### src/rtl/msttsp_pkg.sv
// Package for the MST tour block: sizes, the queued item type.
// Used by every module of the block but msttsp_ram; depends on nothing.
`default_nettype none
package msttsp_pkg;
	localparam int MAX_NODES   = 64;
	localparam int NODE_W      = 6;
	localparam int CNT_W       = 7;
	localparam int WEIGHT_BITS = 32;
	localparam int COST_W      = 38;
	localparam int WADDR_W     = 2 * NODE_W;
	localparam int QDEPTH      = 4;
	localparam int QPTR_W      = 2;

	typedef struct packed {
		logic [NODE_W-1:0]      row;
		logic [NODE_W-1:0]      col;
		logic [WEIGHT_BITS-1:0] weight;
		logic                   last;
	} item_t;
endpackage
`default_nettype wire

### src/rtl/msttsp_front.sv
// Input stage: take a matrix beat, register it, hand it to the queue.
// Depends on msttsp_pkg.
`default_nettype none
module msttsp_front import msttsp_pkg::*; (
	input  wire logic                   clk,
	input  wire logic                   arst_n,
	input  wire logic                   in_valid,
	output logic                        in_stall,
	input  wire logic [NODE_W-1:0]      row,
	input  wire logic [NODE_W-1:0]      col,
	input  wire logic [WEIGHT_BITS-1:0] weight,
	input  wire logic                   last,
	output logic                        push_valid,
	output item_t                       push_item,
	input  wire logic                   push_ready
);
	logic  vld_s1;
	item_t item_s1;
	logic  accept;

	assign in_stall   = vld_s1 && !push_ready;
	assign accept     = in_valid && !in_stall;
	assign push_valid = vld_s1;
	assign push_item  = item_s1;

	always_ff @(posedge clk or negedge arst_n) begin
		if (!arst_n) begin
			vld_s1 <= 1'b0;
		end else if (accept) begin
			vld_s1 <= 1'b1;
		end else if (push_ready) begin
			vld_s1 <= 1'b0;
		end
	end

	always_ff @(posedge clk) begin
		if (accept) begin
			item_s1.row    <= row;
			item_s1.col    <= col;
			item_s1.weight <= weight;
			item_s1.last   <= last;
		end
	end
endmodule
`default_nettype wire

### config.mk
export PLATFORM = sky130hd
export DESIGN_NAME = msttsp_front
export DESIGN_NICKNAME = d
export VERILOG_FILES = /design/src/rtl/msttsp_pkg.sv /design/src/rtl/msttsp_front.sv
export SDC_FILE = /design/constraint.sdc
export NUM_CORES = 1
export LEC_CHECK = 0
export ABC_AREA = 1
export ABC_CLOCK_PERIOD_IN_PS = 2800
export BUFFER_PORTS_ARGS = -buffer_cell sky130_fd_sc_hd__buf_2
export CAP_MARGIN = 20
export CORE_MARGIN = 2
export CORE_UTILIZATION = 40
export DETAILED_ROUTE_END_ITERATION = 16
export PLACE_DENSITY = 0.87
export SYNTH_ARGS = -nofsm -noshare
export SYNTH_HDL_FRONTEND = slang
export SYNTH_SLANG_ARGS = --single-unit
### constraint.sdc
create_clock -name clk -period 2.8 [get_ports clk]
set_input_delay 0.56 -clock clk [delete_from_list [all_inputs] [get_ports clk]]
set_output_delay 0.56 -clock clk [all_outputs]
set_load 0.05 [all_outputs]
==> impl_metrics.csv <==
group,metric,value,unit
setup_path,worstRegToRegCells,2,
final_layout,fillCellCount,280,
setup_path,r2r_end,"push_item[6]",
final_layout,layout.nets,205,
global_route,grt_pass1_wl,4230,µm
sta,timing.final.crit_period,1.77,ns
cts,cts_setup_buffers,0,
min_path,hold_depth,1,
power_and_ir_drop,p_int,0.00104,W
setup_path,cp-end-kind,"primary output",
setup_path,critPathKind,"reg -> out",
setup_path,cp.arrival,1.21,ns
power_and_ir_drop,p_clk_frac,0.269,
detailed_routing,drt-vias-per-instance,4.33,
power_and_ir_drop,comb_power_share,0.158,
cts,cts_buffers,5,
min_path,holdCritStartpoint,"row[1]",
power_and_ir_drop,power_frac_seq,0.572,
synth,ys_types,7,
cts,clock_latency,0.34,ns
die,chipWidth,63.3,µm
setup_path,critPathRequiredTime,2.24,ns
cts,cts_max_level,2,
global_route,track_usage,0.147,
die,io-pin-count,96,
setup_path,rr_startpoint,"push_valid",
placed_design,dpl_cell_area,0.00197,mm²
final_layout,final_cell_mix,"95 x buf_2, 45 x edfxtp_1, 5 x clkbuf_4",
global_route,grt_pass1_vias,922,
cts,cts_root_buf,"clkbuf_4",
die,start_util,0.419,
sta,setup_viol,0,
synth,syn_area,0.00141,mm²
synth,yosysWarnings,0,
sta,finalHoldViolCount,0,
setup_path,crit_slowest_cell,"dfrtp_1",
final_layout,final_common_cell,"buf_2",
sta,worst_pin_slew,0.711,ns
cts,clockBufferDepth,2,
min_path,hold_class,"in -> reg",
power_and_ir_drop,p_sw,0.000373,W
sta,slew_headroom,0.525,
final_layout,num_antenna_cells,0,
final_layout,drive_above_1_share,0.675,
final_layout,syn_to_final_growth,46.1,%
synth,synth_nets,101,
synth,synth_seq_cells,46,
synth,synthCells,52,
cts,path_clk_slew,0.13,ns
global_route,overflow,0,
global_route,antenna_found_initial,0,
placed_design,place_hpwl,2110,µm
power_and_ir_drop,leakagePower,0.888,nW
min_path,hold_path_end,"push_item[40]",
placed_design,port_buffers,95,
setup_path,start_kind,"flip-flop",
setup_path,critPathMaxFanout,3,
die,dieArea,0.00401,mm²
power_and_ir_drop,ir_drop,0.381,mV
setup_path,critical-path-max-stage-delay,0.43,ns
detailed_routing,ant_nets,0,
placed_design,gp_congestion,0.697,
detailed_routing,wl,2720,µm
sta,rsz0062_at_grt,"no",
final_layout,fin_area,0.00206,mm²
sta,period_share,0.633,
cts,cts_tree,"done",
die,row_count,21,
setup_path,path_cells,"inv_1 -> nor2_1 -> buf_2",
sta,tns,0,ns
detailed_routing,wl_per_cell,13.4,µm
synth,syn-mean-instance-area,27.1,µm²
detailed_routing,dr.pass1.iters,4,
power_and_ir_drop,swShare,0.263,
die,die_y,63.3,µm
run,max_cap_viol_count,0,
setup_path,reg2reg_slack,1.20,ns
sta,clock.fmax,0.565,GHz
detailed_routing,drc,0,
sta,slew_viol_final,0,
die,fp.coreArea,0.00336,mm²
detailed_routing,route.vias.total,879,
cts,cts_sinks,46,
sta,fin_skew,0.00466,ns
global_route,grt_max_degree,25,
status,status,"finished clean",
power_and_ir_drop,p_per_area,688,mW/mm²
detailed_routing,first_iter_violations,12,
synth,yosysSeqAreaShare,0.977,
-- per-layer routing --
layer  GRT usage  wire length, µm  share of wire  up-vias
met1       0.161             1030           0.38      397
met2       0.239             1320           0.48       68
met3      0.0643              314           0.12        5
met4      0.0815               55          0.020        0
met5           0                0              0        -
li1            -                -              -      409
-- worst max path at each step --
| stage | start | to | slack [ns] |
|---|---|---|---|
| finish | push_valid | in_stall | 1.03 |
| global route | push_valid | in_stall | 0.94 |
| CTS | push_valid | in_stall | 1.01 |
| detailed placement | push_ready | push_item[17] | 0.92 |
| global placement | push_ready | push_item[40] | 0.97 |
| floorplan | push_valid | push_item[0] | 0.47 |
-- kinds of logic (layout without fill, tap and decap cells) --
family                 count (synthesis)  after routing  share of synthesized area
flip-flops                            46             46                      0.977
AND/OR/NAND/NOR                        1              1                    0.00266
AO/OA/AOI/OAI                          2              2                     0.0124
buffers and inverters                  3            108                    0.00799
-- power by group through the flow --
stage	Sequential (W)	Clock, W	Combinational (W)
finish	0.000810	0.000381	0.000224
CTS	0.000811	0.000395	0.000226
global route	0.000814	0.000424	0.000235
floorplan	0.000956	0	0.0000189
global placement	0.000824	0	0.000221
detailed placement	0.000826	0	0.000225
-- layout make-up --
class                      instances  area [µm²]  share of cell area
sequential                        46        1380               0.669
timing repair buffer              97         505               0.246
tap                               46        57.6              0.0280
inverter                           3        11.3             0.00547
clock inverter                     2        37.5              0.0182
clock buffer                       6        41.3              0.0201
multi-input combinational          3        28.8              0.0140
-- worst max-delay path, delay by kind of cell, from the launching register on --
| kind | cells | cell delay (ns) |
|---|---|---|
| and+or+nand+nor | 1 | 0.09 |
| DFF | 1 | 0.43 |
| buffers and inverters | 2 | 0.35 |
-- metrics by stage --
step                worst slack [ns]  cells  hold slack [ns]   util  total power, W
global placement               0.966    194            0.337  0.586         0.00105
CTS                             1.01    203            0.367  0.612         0.00143
global route                   0.938    203            0.342  0.612         0.00147
floorplan                      0.469     52            0.264      -        0.000975
detailed placement             0.921    194            0.336  0.586         0.00105
finish                          1.03    203            0.381  0.612         0.00142
-- registers in the layout (all words and copies together), names as in the netlist --
register,cells
push_item,45
push_valid,1
-- timing repair --
item / in CTS / in global routing
hold endpoints to repair: 1 / 0
resized for setup: 0 / 0
hold buffers: 1 / 0
-- synthesized netlist by cell type (all sizes together) --
cell type,instances,share of area
edfxtp,45,0.96
o21ai,1,0.0062
nor2,1,0.0027
a21oi,1,0.0062
inv,3,0.0080
dfrtp,1,0.018
Power figures use the tool's default switching activity.
