--- src/rtl/msttsp_pkg.sv ---
// Package for the MST tour block: sizes, the queued item type.
// Used by every module of the block but msttsp_ram; depends on nothing.
`default_nettype none
package msttsp_pkg;
	localparam int MAX_NODES   = 64;
	localparam int NODE_W      = 6;
	localparam int CNT_W       = 7;
	localparam int WEIGHT_BITS = 32;
	localparam int COST_W      = 38;
	localparam int WADDR_W     = 2 * NODE_W;
	localparam int QDEPTH      = 4;
	localparam int QPTR_W      = 2;

	typedef struct packed {
		logic [NODE_W-1:0]      row;
		logic [NODE_W-1:0]      col;
		logic [WEIGHT_BITS-1:0] weight;
		logic                   last;
	} item_t;
endpackage
`default_nettype wire

--- src/rtl/msttsp_queue.sv ---
// Short FIFO of matrix items between the input stage and the solver.
// Depends on msttsp_pkg.
`default_nettype none
module msttsp_queue import msttsp_pkg::*; (
	input  wire logic clk,
	input  wire logic arst_n,
	input  wire logic push_valid,
	input  item_t     push_item,
	output logic      push_ready,
	output logic      pop_valid,
	output item_t     pop_item,
	input  wire logic pop
);
	item_t             ent_q [QDEPTH];
	logic [QPTR_W-1:0] wp_q, rp_q;
	logic [QPTR_W:0]   cnt_q;
	logic              do_push, do_pop;

	assign push_ready = (cnt_q != (QPTR_W+1)'(QDEPTH));
	assign pop_valid  = (cnt_q != '0);
	assign pop_item   = ent_q[rp_q];
	assign do_push    = push_valid && push_ready;
	assign do_pop     = pop && pop_valid;

	always_ff @(posedge clk or negedge arst_n) begin
		if (!arst_n) begin
			wp_q  <= '0;
			rp_q  <= '0;
			cnt_q <= '0;
		end else begin
			if (do_push) begin
				wp_q <= wp_q + 1'b1;
			end
			if (do_pop) begin
				rp_q <= rp_q + 1'b1;
			end
			unique case ({do_push, do_pop})
				2'b10:   cnt_q <= cnt_q + 1'b1;
				2'b01:   cnt_q <= cnt_q - 1'b1;
				default: cnt_q <= cnt_q;
			endcase
		end
	end

	always_ff @(posedge clk) begin
		if (do_push) begin
			ent_q[wp_q] <= push_item;
		end
	end
endmodule
`default_nettype wire

--- config.mk ---
export PLATFORM = sky130hd
export DESIGN_NAME = msttsp_queue
export DESIGN_NICKNAME = d
export VERILOG_FILES = /design/src/rtl/msttsp_pkg.sv /design/src/rtl/msttsp_queue.sv
export SDC_FILE = /design/constraint.sdc
export NUM_CORES = 1
export LEC_CHECK = 0
export ABC_AREA = 1
export BUFFER_PORTS_ARGS = -buffer_cell sky130_fd_sc_hd__clkbuf_2
export CAP_MARGIN = 15
export CORE_MARGIN = 4
export CORE_UTILIZATION = 52
export CTS_CLUSTER_SIZE = 12
export DETAILED_ROUTE_END_ITERATION = 7
export PLACE_DENSITY = 0.76
export SLEW_MARGIN = 15
export SYNTH_ARGS = -nofsm -noshare
export SYNTH_HDL_FRONTEND = slang
export SYNTH_SLANG_ARGS = --single-unit
--- constraint.sdc ---
create_clock -name clk -period 3.3 [get_ports clk]
set_input_delay 0.66 -clock clk [delete_from_list [all_inputs] [get_ports clk]]
set_output_delay 0.66 -clock clk [all_outputs]
set_load 0.005 [all_outputs]
==> results of run 1 <==
kinds of logic after synthesis:
logic type,after synthesis,share of synthesized area [%]
xor gates and xnor gates,1,0.1141
adders and majority gates,6,1.075
buffers and inverters,134,9.075
and+or+nand+nor,165,8.211
AOI/OAI and AO/OA,91,8.863
DFF,187,72.66
placed cells by master (no fill, tap or decap), types with 2 or more instances in the layout:
master      instances
buf_4               5
clkinv_1            2
nand2_1           153
clkinv_2            2
clkbuf_1            2
nand3_1             7
clkinvlp_4          3
bufinv_16           5
inv_1             103
nor2_4              4
clkbuf_16          17
edfxtp_1          180
clkbuf_2           95
o211ai_1           90
ha_1                5
buf_12              4
dfrtp_1             6
final cells by class:
class,count,area share (%)
tap,184,2.597
multi-input combinational,263,16.16
inverter,105,4.474
clock buffer,19,4.883
sequential,187,62.96
timing repair buffer,104,6.689
clock inverter,13,2.244
worst max-delay path: stages, from the launching register on:
cell      delay, ps
dfrtp_1         420
inv_4           450
buf_12          340
nand2_1         100
o211ai_1        110
nand2_1         110
clkbuf_2        120
worst paths after layout:
| path | startpoint | end | cells after the start |
|---|---|---|---|
| max | rp_q[0]$_DFFE_PN0P_ | pop_item[31] | 6 |
| min | arst_n | rp_q[0]$_DFFE_PN0P_ | 1 |
| max reg2reg | cnt_q[0]$_DFFE_PN0P_ | ent_q[0][2]$_DFFE_PP_ | 5 |
| min reg2reg | cnt_q[0]$_DFFE_PN0P_ | cnt_q[0]$_DFFE_PN0P_ | 1 |
| max in group asynchronous | arst_n | rp_q[1]$_DFFE_PN0P_ | 1 |
| min in group clk | push_item[36] | ent_q[3][36]$_DFFE_PP_ | 1 |
synthesized netlist by cell type, drive strengths merged:
cell type / number
edfxtp: 180
buf: 20
inv: 105
clkbuf: 9
xnor2: 1
o211ai: 90
nand3: 7
dfrtp: 7
fa: 1
ha: 5
nor2: 4
o21ai: 1
nand4: 1
nand2: 153
power groups by stage:
stage	combinational, mW	sequential [mW]	clock (mW)
floorplan	1.75	3.30	0
global placement	2.42	3.28	0
detailed placement	2.51	3.30	0
CTS	2.52	3.25	2.18
global route	2.80	3.29	2.29
finish	2.47	3.25	2.16
metal layers:
metal | track usage (%) | share of wire, %
met1 | 22.21 | 41
met2 | 30.00 | 53
met3 | 5.070 | 4.8
met4 | 6.846 | 1.5
met5 | 0 | 0.062
flip-flops by register name, summed over array words and instances (netlist names):
| signal | count |
|---|---|
| ent_q | 180 |
| rp_q | 2 |
| wp_q | 2 |
| cnt_q | 3 |
==> flow_metrics.tcl, run 1 <==
set metrics [dict create \
    utilization_pct 61.23 \
    cts_buffers 17 \
    grt_pass1_vias 4485 \
    fin_crit_sh_pct 83.67 \
    path_clk_slew_ps 60 \
    rsz0062_at_grt "false" \
    ys_seq_area_share_pct 72.66 \
    worstMarginPinSlew_ps 887.6 \
    hp-class "in2async" \
    fin_ws_ps 539.0 \
    clockBufferDepth 2 \
    num_rows 44 \
    cts_sinks 187 \
    fp.dieW_microns 129.5 \
    ir_worst_vdd_v 0.0005142 \
    syn-cell-area_sq_um 7680 \
    seqPwrFrac_pct 41.3 \
    hold_viol_final 0 \
    ys_ff_latch 187 \
    synth_nets 639 \
    outcome "finished, final reports clean" \
    synth_top_area_share_pct 70.38 \
    ios 96 \
    cts_resized 0 \
    port_buffers 95 \
    drt_first_iter_violations 300 \
    drt-vias-per-instance 5.167 \
    layout.nets 733 \
    place_ws_ps 870.0 \
    drv_cap 0 \
    grt.overflow.total 0 \
    design.die.area_sq_um 16780 \
    grt_max_degree 64 \
    cts_tree "done" \
    post_cts_buffers 0 \
    synth_top_cell_by_area "edfxtp_1" \
    internal-power_mw 5.327 \
    power.leakage_nw 3.641 \
    ys_warn_count 0 \
    syn_inst 584 \
    antenna_found_initial 1 \
    holdWs_ps 72.26 \
    drive_gt1_share_pct 20.12 \
    root_buffer "clkbuf_16" \
    path_class "reg2out" \
    cp_max_fo 63 \
    wirelength_microns 14400 \
    stdcell_count 875 \
    finalCriticalPeriod_ps 2761 \
    crit_required_ps 2640 \
    area_growth_pct 15.44 \
    stdcell_area_sq_um 8866 \
    place_area_sq_um 8234 \
    synth_area_per_cell_sq_um 13.15 \
    cts_hold_buf 0 \
    crit_arrival_ps 2100 \
    track_usage_pct 17.88 \
    end_kind "output port" \
    slew_headroom_pct 40.83 \
    clock_latency_ps 420 \
    post_drt_wl_per_cell_microns 16.46 \
    final-setup-viol-count 0 \
    slew_violations 0 \
    initial_utilization_pct 53.04 \
    drcViolationCount 0 \
    synth_area_leaders "edfxtp_1 (70%), o211ai_1 (8.8%), nand2_1 (7.5%), inv_1 (5.0%), dfrtp_1 (2.3%)" \
    drt-pass1-iter-count 5 \
    p_switching_mw 2.553 \
    clock_skew_ps 5.960 \
    startpoint_type "flip-flop" \
    max_freq_mhz 362.2 \
    diodes 0 \
    multiInputGateArea_sq_um 1433 \
    gp_congestion 0.7537 \
    fin_setup_tns_ps 0 \
    vias 4521 \
    power_mw 7.880 \
    htreeDepth 4 \
    n_fill_cell 1058 \
    clkPwrFrac_pct 27.4 \
    rrSetupSlack_ps 1010 \
    p_sw_share_pct 32.40 \
    grt_first_pass_wirelength_microns 22550 \
    power_density_nw_per_um2 888.8 \
    seq_area_sq_um 5582 \
    fp.coreArea_sq_um 14480 \
    place_inst 843 \
    drtAntennaViolNets 0 \
    dp_hpwl_microns 8969 \
    comb_power_share_pct 31.4 \
    synth_cell_types 18 \
    die_h_microns 129.5 \
]
Power figures use the tool's default switching activity.
==> inputs of run 2 (changes only) <==
--- a/config.mk
+++ b/config.mk
@@ -9,10 +9,10 @@
 export BUFFER_PORTS_ARGS = -buffer_cell sky130_fd_sc_hd__clkbuf_2
 export CAP_MARGIN = 15
 export CORE_MARGIN = 4
-export CORE_UTILIZATION = 52
+export CORE_UTILIZATION = 58
 export CTS_CLUSTER_SIZE = 12
 export DETAILED_ROUTE_END_ITERATION = 7
-export PLACE_DENSITY = 0.76
+export PLACE_DENSITY = 0.8
 export SLEW_MARGIN = 15
 export SYNTH_ARGS = -nofsm -noshare
 export SYNTH_HDL_FRONTEND = slang
==> constraint.sdc (replaced) <==
create_clock -name clk -period 2.8 [get_ports clk]
set_input_delay 0.56 -clock clk [delete_from_list [all_inputs] [get_ports clk]]
set_output_delay 0.56 -clock clk [all_outputs]
set_load 0.005 [all_outputs]
==> run 2 against run 1 <==
  * Critical path depth unchanged
  * Utilization increased by 8.2 points
  * Register-to-register slack worse by 450 ps
  * Clock power rose by 9%
  * Highest routed layer unchanged
  * Cell count is 1.0% lower
  * Cell area about the same
  * Clock skew up 14 ps
  * Critical endpoint is now pop_item[37]
  * Largest cell class unchanged
  * Combinational power grew 21%
==> flow_metrics.tcl, run 2 (synthesis results as in run 1) <==
set metrics [dict create \
    multiInputGateArea_sq_um 1433 \
    die_h_microns 123.1 \
    path_clk_slew_ps 60 \
    crit_arrival_ps 1830 \
    diodes 0 \
    hold_viol_final 0 \
    final_common_cell "edfxtp_1" \
    reg_top3 "ent_q: 180 flops, cnt_q: 3 flops" \
    grt_max_degree 57 \
    outcome "finished, final reports clean" \
    fin_setup_tns_ps 0 \
    cts_sinks 187 \
    ir_worst_vdd_v 0.0005383 \
    drcViolationCount 0 \
    fin_crit_sh_pct 85.31 \
    ios 96 \
    post_cts_buffers 0 \
    worstMarginPinSlew_ps 568.9 \
    path_class "reg2out" \
    drive_gt1_share_pct 20.17 \
    gp_congestion 0.8081 \
    clock_latency_ps 430 \
    wirelength_microns 14050 \
    grt_pass1_vias 4480 \
    rsz0062_at_grt "false" \
    cts_resized 0 \
    drt_first_iter_violations 405 \
    final_cell_mix "edfxtp_1 (180), nand2_1 (153), inv_1 (103)" \
    end_kind "output port" \
    fp.dieW_microns 123.1 \
    n_fill_cell 858 \
    initial_utilization_pct 60.12 \
    dp_hpwl_microns 8718 \
    seq_area_sq_um 5582 \
    drt-pass1-iter-count 4 \
    drt-vias-per-instance 5.258 \
    power_density_nw_per_um2 1035 \
    drtAntennaViolNets 0 \
    cts_buffers 17 \
    startpoint_type "flip-flop" \
    clockBufferDepth 2 \
    slew_headroom_pct 62.07 \
    design.die.area_sq_um 15150 \
    drv_cap 0 \
    grt.overflow.total 0 \
    place_ws_ps 592.6 \
    cts_tree "done" \
    power.leakage_nw 3.648 \
    finalCriticalPeriod_ps 2389 \
    final-setup-viol-count 0 \
    slew_violations 0 \
    track_usage_pct 19.48 \
    crit_required_ps 2240 \
    fin_ws_ps 411.3 \
    fp.coreArea_sq_um 12770 \
    num_rows 41 \
    hp-class "in2reg" \
    layout.nets 736 \
    grt_first_pass_wirelength_microns 21910 \
    vias 4553 \
    area_growth_pct 15.46 \
    max_freq_mhz 418.6 \
    largest_register_ffs 180 \
    root_buffer "clkbuf_16" \
    port_buffers 95 \
    antenna_found_initial 1 \
    htreeDepth 4 \
    cp_max_fo 48 \
    clock_skew_ps 20.44 \
    post_drt_wl_per_cell_microns 16.22 \
    top_register "ent_q" \
]
## run 2: cell types whose count changed in the layout (fill, tap and decap cells not counted)
cell	before	now
bufinv_16	5	3
clkinv_4	1	3
buf_12	4	7
clkbuf_1	2	3
clkinvlp_4	3	2
dlygate4sd3_1	0	1
buf_4	5	4
## run 2: layout make-up
| cell class | instances | share of cell area [%] |
|---|---|---|
| Multi-Input combinational cell | 263 | 16.16 |
| Clock buffer | 20 | 4.925 |
| Tap cell | 172 | 2.427 |
| Clock inverter | 12 | 1.679 |
| Timing Repair Buffer | 107 | 7.394 |
| Sequential cell | 187 | 62.95 |
| Inverter | 105 | 4.473 |
## run 2: report_power, final
group / leakage, nW / internal (mW) / switching (mW) / total, mW
clock network: 0.279 / 1.40 / 0.957 / 2.35
registers: 1.73 / 3.69 / 0.147 / 3.83
logic: 1.64 / 1.09 / 1.90 / 2.99
total: 3.65 / 6.17 / 3.00 / 9.17
## run 2: timing repair
action,CTS,global route
endpoints found under the hold margin,7,0
endpoints found under the setup margin,0,0
hold buffers,1,0
## run 2: routing by layer
metal / global-route usage [%] / vias to the layer above / share of wire (%)
met1: 24.22 / 2189 / 41
met5: 0 / - / 0.093
met3: 5.489 / 16 / 6.1
li1: - / 2227 / -
met4: 7.474 / 2 / 1.2
met2: 32.70 / 119 / 51
## run 2: critical path: stages (launching register included)
cell and delay, ps:
dfrtp_1 420, inv_4 250, buf_12 260, nand2_1 100, o211ai_1 110, nand2_1 110
clkbuf_2 140
## run 2: final timing paths
| path | from | end | slack [ps] | cells past startpoint |
|---|---|---|---|---|
| max | rp_q[0]$_DFFE_PN0P_ | pop_item[37] | 410 | 6 |
| min | push_item[42] | ent_q[3][42]$_DFFE_PP_ | 340 | 1 |
| max reg2reg | cnt_q[0]$_DFFE_PN0P_ | cnt_q[2]$_DFFE_PN0P_ | 560 | 10 |
| min reg2reg | cnt_q[0]$_DFFE_PN0P_ | cnt_q[0]$_DFFE_PN0P_ | 480 | 1 |
| max in group asynchronous | arst_n | rp_q[1]$_DFFE_PN0P_ | 2110 | 2 |
| min in group asynchronous | arst_n | rp_q[0]$_DFFE_PN0P_ | 500 | 2 |
## run 2: stage by stage
stage / hold WS (ps) / area [sq um] / cells / power [mW] / utilization [%]
final: 340.2 / 8867 / 866 / 9.174 / 69.42
after CTS: 337.1 / 8867 / 866 / 9.270 / 69.42
after global routing: 337.1 / 8867 / 866 / 9.749 / 69.42
after floorplan: 264.4 / 7680 / 584 / 5.945 / -
after global placement: 405.8 / 8272 / 833 / 6.761 / 64.76
after detailed placement: 414.4 / 8272 / 833 / 6.911 / 64.76
==> inputs of run 3 (changes only) <==
--- a/config.mk
+++ b/config.mk
@@ -5,14 +5,13 @@
 export SDC_FILE = /design/constraint.sdc
 export NUM_CORES = 1
 export LEC_CHECK = 0
-export ABC_AREA = 1
 export BUFFER_PORTS_ARGS = -buffer_cell sky130_fd_sc_hd__clkbuf_2
-export CAP_MARGIN = 15
+export CAP_MARGIN = 40
 export CORE_MARGIN = 4
-export CORE_UTILIZATION = 58
+export CORE_UTILIZATION = 57
 export CTS_CLUSTER_SIZE = 12
 export DETAILED_ROUTE_END_ITERATION = 7
-export PLACE_DENSITY = 0.8
+export PLACE_DENSITY = 0.79
 export SLEW_MARGIN = 15
 export SYNTH_ARGS = -nofsm -noshare
 export SYNTH_HDL_FRONTEND = slang
==> run 3 against run 2 <==
  * Synthesized cell count is 53% lower
  * Sequential cell count is the same
  * Combinational power decreased by 20%
  * Critical path depth is 3 lower
  * Clock skew decreased by 15 ps
  * Utilization is 1.5 points higher
  * Sequential share of layout area up 4.6 points
  * Routed wire length is 16% lower
  * Clock power is 2% higher
  * Cell count down 37%
  * First-iteration DRC count fell by 30%
  * Count of clock-buffer cells in the layout fell by 3
  * Critical path type unchanged
  * Highest routed layer is now met4
==> flow_metrics.tcl, run 3 <==
set metrics [dict create \
    final-setup-viol-count 0 \
    fin_setup_tns_ps 0 \
    synthFlopType "edfxtp_1" \
    vias 3082 \
    die_h_microns 118.1 \
    drcViolationCount 0 \
    async_flop_share_pct 3.743 \
    min_from "push_item[2]" \
    num_rows 39 \
    port_buffers 95 \
    ys_seq_area_share_pct 80.75 \
    startpoint_type "flip-flop" \
    synth_cell_types 20 \
    path_class "reg2out" \
    grt_pass1_vias 3365 \
    synth_area_per_cell_sq_um 25.41 \
    multiInputGateArea_sq_um 1249 \
    clock_skew_ps 5.148 \
    htreeDepth 4 \
    drt-pass1-iter-count 4 \
    synth_top_area_share_pct 78.22 \
    reg2regPathDepth 9 \
    cpPeakStageDelay_ps 600 \
    drtAntennaViolNets 0 \
    largest_register_ffs 180 \
    finalCriticalPeriod_ps 2516 \
    slew_headroom_pct 54.87 \
    clockBufferDepth 2 \
    top_register "ent_q" \
    slew_violations 0 \
    drt-vias-per-instance 5.655 \
    hold_viol_final 0 \
    root_buffer "clkbuf_16" \
    path_clk_slew_ps 70 \
    max_freq_mhz 397.4 \
    post_drt_wl_per_cell_microns 21.69 \
    final_common_cell "edfxtp_1" \
    cts_buffers 17 \
    fp.dieW_microns 118.1 \
    synth_nets 327 \
    clock_latency_ps 420 \
    area_growth_pct 19.61 \
    antenna_found_initial 0 \
    n_fill_cell 710 \
    syn_inst 272 \
    rsz0062_at_grt "false" \
    syn-cell-area_sq_um 6910 \
    design.die.area_sq_um 13950 \
    holdWs_ps 346.0 \
    wirelength_microns 11820 \
    whs_path_depth 1 \
    crit_slowest_cell "dfrtp_4" \
    cts_sinks 187 \
    ys_ff_latch 187 \
    outcome "finished, final reports clean" \
    grt_first_pass_wirelength_microns 18900 \
    ys_warn_count 0 \
    end_kind "output port" \
    power_mw 8.728 \
    hp-class "in2reg" \
    power_density_nw_per_um2 1056 \
    cts_resized 0 \
    grt.overflow.total 0 \
    fin_crit_sh_pct 89.87 \
    crit_arrival_ps 1960 \
    drive_gt1_share_pct 48.26 \
    synthTopCellsByCount "edfxtp_1 (180), mux4_2 (45), dfrtp_1 (7)" \
    worstMarginPinSlew_ps 677.0 \
    synth-edff-count 180 \
    fp.coreArea_sq_um 11660 \
    rr_endpoint "cnt_q[2]$_DFFE_PN0P_" \
    ios 96 \
    synth_top_cell_by_area "edfxtp_1" \
    cp_max_fo 19 \
    crit_chain "buf_12 > mux4_2 > clkbuf_2" \
    diodes 0 \
    ir_worst_vdd_v 0.0006844 \
    gp_congestion 0.7210 \
    final_cell_mix "edfxtp_1 (180), clkbuf_2 (95), mux4_2 (45)" \
    drv_cap 0 \
    rrSetupSlack_ps 520 \
    drt_first_iter_violations 285 \
    r2r_start "cnt_q[0]$_DFFE_PN0P_" \
    layout.nets 444 \
    grt_max_degree 27 \
    power.leakage_nw 2.921 \
    crit_required_ps 2240 \
    yosysMostFrequentCell "edfxtp_1" \
    dp_hpwl_microns 7528 \
    synth_area_leaders "edfxtp_1 (78%), mux4_2 (15%), dfrtp_1 (2.5%), ha_1 (0.91%), and3_2 (0.43%)" \
    cts_tree "done" \
    track_usage_pct 18.48 \
    initial_utilization_pct 59.25 \
    hold_path_end "ent_q[0][2]$_DFFE_PP_" \
    reg_top3 "ent_q: 180 flops, cnt_q: 3 flops" \
    seq_area_sq_um 5585 \
]
[run 3: cell types whose count changed in the layout (fill, tap and decap cells not counted), sizes merged, moves of 2 or more]
cell	previous run	this run
and3	0	4
clkbuf	115	113
clkinvlp	2	4
inv	105	8
mux4	0	45
nand2	153	1
nand3	7	0
nor2	4	1
o211ai	90	0
xnor2	1	3
xor2	0	3
[run 3: logic make-up after synthesis]
family	Yosys count	share of synthesized area, %
XOR/XNOR	6	0.7606
adder cells (fa/ha/maj)	6	1.195
multiplexers	47	15.03
buffers and inverters	16	1.177
AO/OA/AOI/OAI	1	0.1449
AND/OR/NAND/NOR	9	0.9415
flip-flops	187	80.75
[run 3: final cells by class]
type                            count  share of cell area, %
Inverter                            6                 0.2725
Timing Repair Buffer              108                  7.629
Sequential cell                   187                  67.57
Clock buffer                       17                  5.147
Clock inverter                     15                  2.104
Multi-Input combinational cell     69                  15.11
Tap cell                          143                  2.165
[run 3: worst max path at each step]
stage | depth (start not counted) | slack, ps | to | from
2_1_floorplan | 9 | 740 | cnt_q[2]$_DFFE_PN0P_ | cnt_q[0]$_DFFE_PN0P_
3_3_place_gp | 3 | 540 | pop_item[39] | rp_q[0]$_DFFE_PN0P_
3_5_place_dp | 3 | 520 | pop_item[40] | rp_q[0]$_DFFE_PN0P_
4_1_cts | 3 | 60 | pop_item[40] | rp_q[0]$_DFFE_PN0P_
5_1_grt | 3 | 160 | pop_item[14] | rp_q[0]$_DFFE_PN0P_
6_report | 3 | 280 | pop_item[14] | rp_q[0]$_DFFE_PN0P_
[run 3: what timing repair did]
action	in CTS	in global routing
buffers inserted	0	1
setup endpoints to repair	0	11
endpoints found under the hold margin	7	0
hold buffers	1	0
[run 3: critical path: cells and delay by family (launching register included)]
| kind | cells | cell delay, ps |
|---|---|---|
| DFF | 1 | 600 |
| buffers and inverters | 2 | 360 |
| muxes | 1 | 540 |
[run 3: per-stage QoR]
stage	cell area (sq um)	util, %	std cells	setup WS [ps]
after CTS	8240	70.66	544	55.65
final	8265	70.87	545	283.7
after floorplan	6910	-	272	735.4
after detailed placement	7631	65.43	511	520.4
after global routing	8265	70.87	545	163.4
after global placement	7631	65.43	511	537.7
[run 3: per-layer routing]
metal  track usage (%)  share of wire, %  wire, microns
met2             29.51                53           6248
met4             8.132               1.6            193
met5                 0                 0              0
met1             23.53                40           4744
met3             6.007               5.3            632
[run 3: report_power, final]
part / leakage (nW) / internal, mW / switching [mW]
sequential: 1.73 / 3.71 / 0.222
combinational: 0.910 / 1.25 / 1.15
clock: 0.283 / 1.40 / 0.991
